[config.mk]
export PLATFORM = sky130hd
export DESIGN_NAME = rvx_div
export DESIGN_NICKNAME = d
export VERILOG_FILES = /design/src/rvx_pkg.sv /design/src/rvx_div.sv
export SDC_FILE = /design/constraint.sdc
export NUM_CORES = 1
export LEC_CHECK = 0
export BUFFER_PORTS_ARGS = -buffer_cell sky130_fd_sc_hd__buf_2
export CORE_UTILIZATION = 55
export DETAILED_ROUTE_END_ITERATION = 8
export PLACE_DENSITY = 0.75
export SLEW_MARGIN = 10
export SYNTH_ARGS = -nofsm -noshare
export SYNTH_HDL_FRONTEND = slang
export SYNTH_SLANG_ARGS = --single-unit
export TNS_END_PERCENT = 30
[constraint.sdc]
create_clock -name clk -period 4.8 [get_ports clk]
set_input_delay 1.2 -clock clk [delete_from_list [all_inputs] [get_ports clk]]
set_output_delay 1.2 -clock clk [all_outputs]
set_load 0.01 [all_outputs]
[src/rvx_pkg.sv]
`default_nettype none
package rvx_pkg;

  localparam int unsigned MEM_BYTES_DEF = 16384;

  // item kinds
  localparam logic [1:0] FUNC_EXEC   = 2'd0;
  localparam logic [1:0] FUNC_MEMWR  = 2'd1;
  localparam logic [1:0] FUNC_MEMRD  = 2'd2;
  localparam logic [1:0] FUNC_REGSET = 2'd3;

  // configuration register indexes
  localparam logic [1:0] CFG_START_PC = 2'd0;
  localparam logic [1:0] CFG_MEM_BASE = 2'd1;

  // environment call kinds
  localparam logic [1:0] ENV_NONE   = 2'd0;
  localparam logic [1:0] ENV_ECALL  = 2'd1;
  localparam logic [1:0] ENV_EBREAK = 2'd2;

  // major opcodes
  localparam logic [6:0] OP_REG    = 7'b0110011;
  localparam logic [6:0] OP_IMM    = 7'b0010011;
  localparam logic [6:0] OP_STORE  = 7'b0100011;
  localparam logic [6:0] OP_LOAD   = 7'b0000011;
  localparam logic [6:0] OP_BRANCH = 7'b1100011;
  localparam logic [6:0] OP_JAL    = 7'b1101111;
  localparam logic [6:0] OP_JALR   = 7'b1100111;
  localparam logic [6:0] OP_LUI    = 7'b0110111;
  localparam logic [6:0] OP_AUIPC  = 7'b0010111;
  localparam logic [6:0] OP_SYSTEM = 7'b1110011;

  // funct7 codes
  localparam logic [6:0] F7_BASE  = 7'h00;
  localparam logic [6:0] F7_ALT   = 7'h20;
  localparam logic [6:0] F7_MULDV = 7'h01;
  localparam logic [6:0] F7_CZERO = 7'h07;

  typedef struct packed {
    logic        start;
    logic [31:0] dividend;
    logic [31:0] divisor;
    logic        is_signed;
    logic        want_rem;
  } div_req_t;

  typedef struct packed {
    logic        done;
    logic [31:0] result;
  } div_rsp_t;

endpackage
`default_nettype wire

[src/rvx_div.sv]
`default_nettype none
module rvx_div (
  input  wire logic               clk,
  input  wire logic               rst,
  input  wire rvx_pkg::div_req_t  req,
  output rvx_pkg::div_rsp_t       rsp
);
  import rvx_pkg::*;

  logic        busy;
  logic        fin;
  logic [4:0]  cnt;
  logic [31:0] quo;
  logic [31:0] rem;
  logic [31:0] dvs;
  logic        neg;
  logic        want_rem;
  logic [32:0] trial;
  logic [32:0] diff;
  logic [31:0] pick;
  logic        done_r;
  logic [31:0] result_r;

  assign trial = {rem, quo[31]};
  assign diff  = trial - {1'b0, dvs};
  assign pick  = want_rem ? rem : quo;
  assign rsp   = {done_r, result_r};

  always_ff @(posedge clk) begin
    if (rst) begin
      busy   <= 1'b0;
      fin    <= 1'b0;
      done_r <= 1'b0;
    end else begin
      done_r <= fin;
      fin    <= busy && (cnt == 5'd31);
      if (req.start) begin
        busy <= 1'b1;
      end else if (cnt == 5'd31) begin
        busy <= 1'b0;
      end
    end
  end

  always_ff @(posedge clk) begin
    if (req.start) begin
      cnt      <= '0;
      rem      <= '0;
      quo      <= (req.is_signed && req.dividend[31]) ? -req.dividend : req.dividend;
      dvs      <= (req.is_signed && req.divisor[31]) ? -req.divisor : req.divisor;
      want_rem <= req.want_rem;
      // a zero divisor gives an all-ones quotient, never negated
      neg      <= req.is_signed && (req.want_rem ? req.dividend[31] :
                  ((req.dividend[31] ^ req.divisor[31]) && (req.divisor != 32'd0)));
    end else if (busy) begin
      cnt <= cnt + 5'd1;
      if (!diff[32]) begin
        rem <= diff[31:0];
        quo <= {quo[30:0], 1'b1};
      end else begin
        rem <= trial[31:0];
        quo <= {quo[30:0], 1'b0};
      end
    end
    if (fin) begin
      result_r <= neg ? -pick : pick;
    end
  end

endmodule
`default_nettype wire

==> key figures <==
Yosys
  • Avg Inst Size Synth: just over 9 um2
  • Ranking of synthesized cells by area: edfxtp_1 32%, dfxtp_1 8.6%, xor2_1 6.1%
  • Cell accounting for the most synthesized area: edfxtp_1
  • Top cells by count, synth: 112 x nor2_1, 107 x a21oi_1, 98 x edfxtp_1
  • Dominant cell by count in the synthesized netlist: nor2_1
  • Post-synth EDFFs: between 90 and 100
  • Seq/Total Area, Yosys: 0.401
  • Synth Register Bits: 138
  • Synth async-reset ratio: 0
  • Mapped Area: ~9300 um2
  • Cells after Synth: about 1.0k
  • Main synth FF type: edfxtp_1
  • Ys Warns: 0
  • Post-Syn Nets: 1125
  • Synth top area share: 0.315
  • Synth unique cells: a little over 70

Place
  • Inst Count DP: 1306
  • IO buf count: between 100 and 150
  • GPL Wtd Cong: about 0.93
  • Dpl cell area: around 10000 um2
  • DP HPWL: 15.8 mm

Floorplan
  • Chip Width: between 100 and 150 um
  • Core area: ~17000 um2
  • Die Ht: 132 um
  • Num rows: 47
  • Number of I/O pins: between 100 and 150
  • Die ar.: around 17000 um2
  • Initial core utilization: 0.563

Route
  • Initial drt markers: 445
  • Vias post-DR: about 7.7k
  • Wire length per cell: about 16 um
  • DRC: 0
  • Detail Route Antenna Nets: 0
  • Vias/cell: 5.75
  • 1st-pass router iterations: 5
  • Final wirelength: between 20 and 25 mm

Power
  • Pwr/cell area: ~330 nW/um2
  • P_leak: 0.00422 uW
  • Worst IR drop on VDD: roughly 0.00026 V

Clock network
  • Clock buffer depth: 2
  • Clk sinks: about 140
  • Post-cts sizing count: 0
  • Hold Buf Count CTS: 0
  • Reg clk slew, reported paths: 0.06 ns
  • TritonCTS Buffers: 17
  • Root Driver: clkbuf_16
  • TritonCTS clock tree: built
  • Clk_lat worst skew: 0.43 ns
  • H-tree levels: 4
  • Post-CTS setup buffers: 0

Critical path
  • Critical path type: flop to flop
  • CP Cell Sequence: inv_1, ha_1, fa_1, nand2b_1, a21oi_1, o211a_1, a31o_2, a21oi_1, o31ai_2, xor2_4, mux2_1, a211oi_1
  • Cell mode on critical path: a21oi_1
  • Critical path's largest stage delay: about 0.55 ns
  • CP Buf/Inv Count: 1
  • Crit path max-delay family: compound AO/OA/AOI/OAI gates
  • Slowest-stage cell, CP: xor2_4
  • Endpoint type of the worst setup path: flop
  • Required time worst endpoint: about 5 ns
  • Arrival @ worst endpoint: 4.05 ns
  • Setup crit start kind: flop
  • Crit Path Max Fanout: 18

Finish
  • Final cell count without fillers: approximately 1.3k
  • Area of the multi-input gates: around 5200 um2
  • Net count, final: between 1k and 1.5k
  • Final Instance Area: 10600 um2
  • Fraction of layout cells with a size suffix above 1: 0.144
  • Area Growth Syn to Fin: 13.7%
  • FF+latch area: 3740 um2
  • Fillers: around 1.4k

Global route
  • Remaining Overflow, GRT: 0
  • Global-route wire length before repair: 34.5 mm
  • Largest net degree at the start of global routing: 82
  • GR Util All Layers: 0.250
  • Number of global-route vias before repair: ~7.1k
  • Initial antenna violation count: 1

Hold path
  • Min-delay worst type: flop to flop

STA
  • Count of final max-slew check failures: 0
  • Post-route clock period utilization: 0.775
  • Hold WS: 0.512 ns
  • Fmax: between 200 and 300 MHz
  • Final setup viols: 0
  • Hold Vio Cnt, Final: 0
  • Skew final: 0.00871 ns
  • Setup TNS: 0 ns
  • RSZ-0062 raised after global routing: false
  • Minimum clock period: roughly 3.7 ns
  • Worst Tran Pin Value: about 0.86 ns
  • Max-slew headroom: 0.424

Flow run
  • Total of max-cap violations: 0

Run status
  • Outcome: complete, no violations
==> report_power, final <==
part | leakage [uW] | switching [uW] | internal (uW)
registers | 0.00126 | 70.6 | 1380
logic | 0.00268 | 409 | 286
clock network | 0.000285 | 491 | 861
total | 0.00422 | 971 | 2530
==> per-layer routing <==
layer	global-route usage	up-vias	wire length [um]
met3	0.0550	42	852
met1	0.304	3593	9270
li1	-	3858	-
met5	0	-	0
met2	0.432	200	10700
met4	0.0932	0	531
==> through the flow <==
stage,util,worst slack (ns),power (uW)
6_report,0.640,1.08,3500
3_3_place_gp,0.604,0.924,2150
5_1_grt,0.640,0.796,3640
4_1_cts,0.640,1.10,3510
3_5_place_dp,0.604,0.807,2170
2_1_floorplan,-,0.888,1970
==> logic make-up (layout without fill, tap and decap cells) <==
logic type      count (synthesis)  after routing  synth area share
compound gates                259            259             0.170
buf+inv                        96            196            0.0413
simple gates                  310            310             0.159
other cells                     0              1                 0
flops                         138            138             0.401
mux                            58             58            0.0641
fa+ha+maj                      38             38            0.0517
xor+xnor                      119            119             0.112
==> final cells by class <==
type | instances | area share
antenna | 1 | 0.000236
clock buffer | 22 | 0.0418
clock inverter | 10 | 0.0140
inverter | 52 | 0.0184
multi-input combinational | 784 | 0.491
sequential | 138 | 0.353
tap | 220 | 0.0259
timing repair buffer | 112 | 0.0556
==> tightest hold or removal path, cell delays in order (launching register included) <==
cell and delay [ns]:
dfxtp_1 0.33, mux2i_1 0.07, nor2_1 0.08
==> cell usage in the layout, fill, tap and decap left out, drive strengths merged, types with 5 or more instances in the layout <==
master | synthesis | final
xor2 | 66 | 66
a21o | 9 | 9
or4 | 8 | 8
or2 | 7 | 7
nand3 | 12 | 12
inv | 52 | 52
a31oi | 5 | 5
o41ai | 8 | 8
mux2i | 54 | 54
clkbuf | 31 | 22
edfxtp | 98 | 98
a21oi | 107 | 107
nor2 | 112 | 112
o31ai | 16 | 16
nor4 | 9 | 9
xnor2 | 53 | 53
nand2 | 73 | 73
o21ai | 57 | 57
nand2b | 17 | 17
and3 | 5 | 5
a2bb2oi | 8 | 8
nor3 | 39 | 39
nor2b | 6 | 6
dfxtp | 40 | 40
nor3b | 6 | 6
clkinv | 0 | 5
a211oi | 18 | 18
buf | 13 | 112
ha | 37 | 37
==> state kept, by name, indices dropped and copies added, names as in the netlist <==
| signal | cells |
|---|---|
| quo | 32 |
| fin | 1 |
| want_rem | 1 |
| neg | 1 |
| dvs | 32 |
| busy | 1 |
| done_r | 1 |
| result_r | 32 |
| cnt | 5 |
| rem | 32 |
==> worst paths after layout <==
check	from	end	slack, ns	depth (start not counted)
setup / recovery	quo[31]	rem[0]	1.08	12
hold / removal	cnt[4]	cnt[4]	0.51	2
setup reg to reg	quo[31]	rem[0]	1.08	12
hold reg to reg	cnt[4]	cnt[4]	0.51	2
No activity file was read; power rests on OpenSTA's default activity.
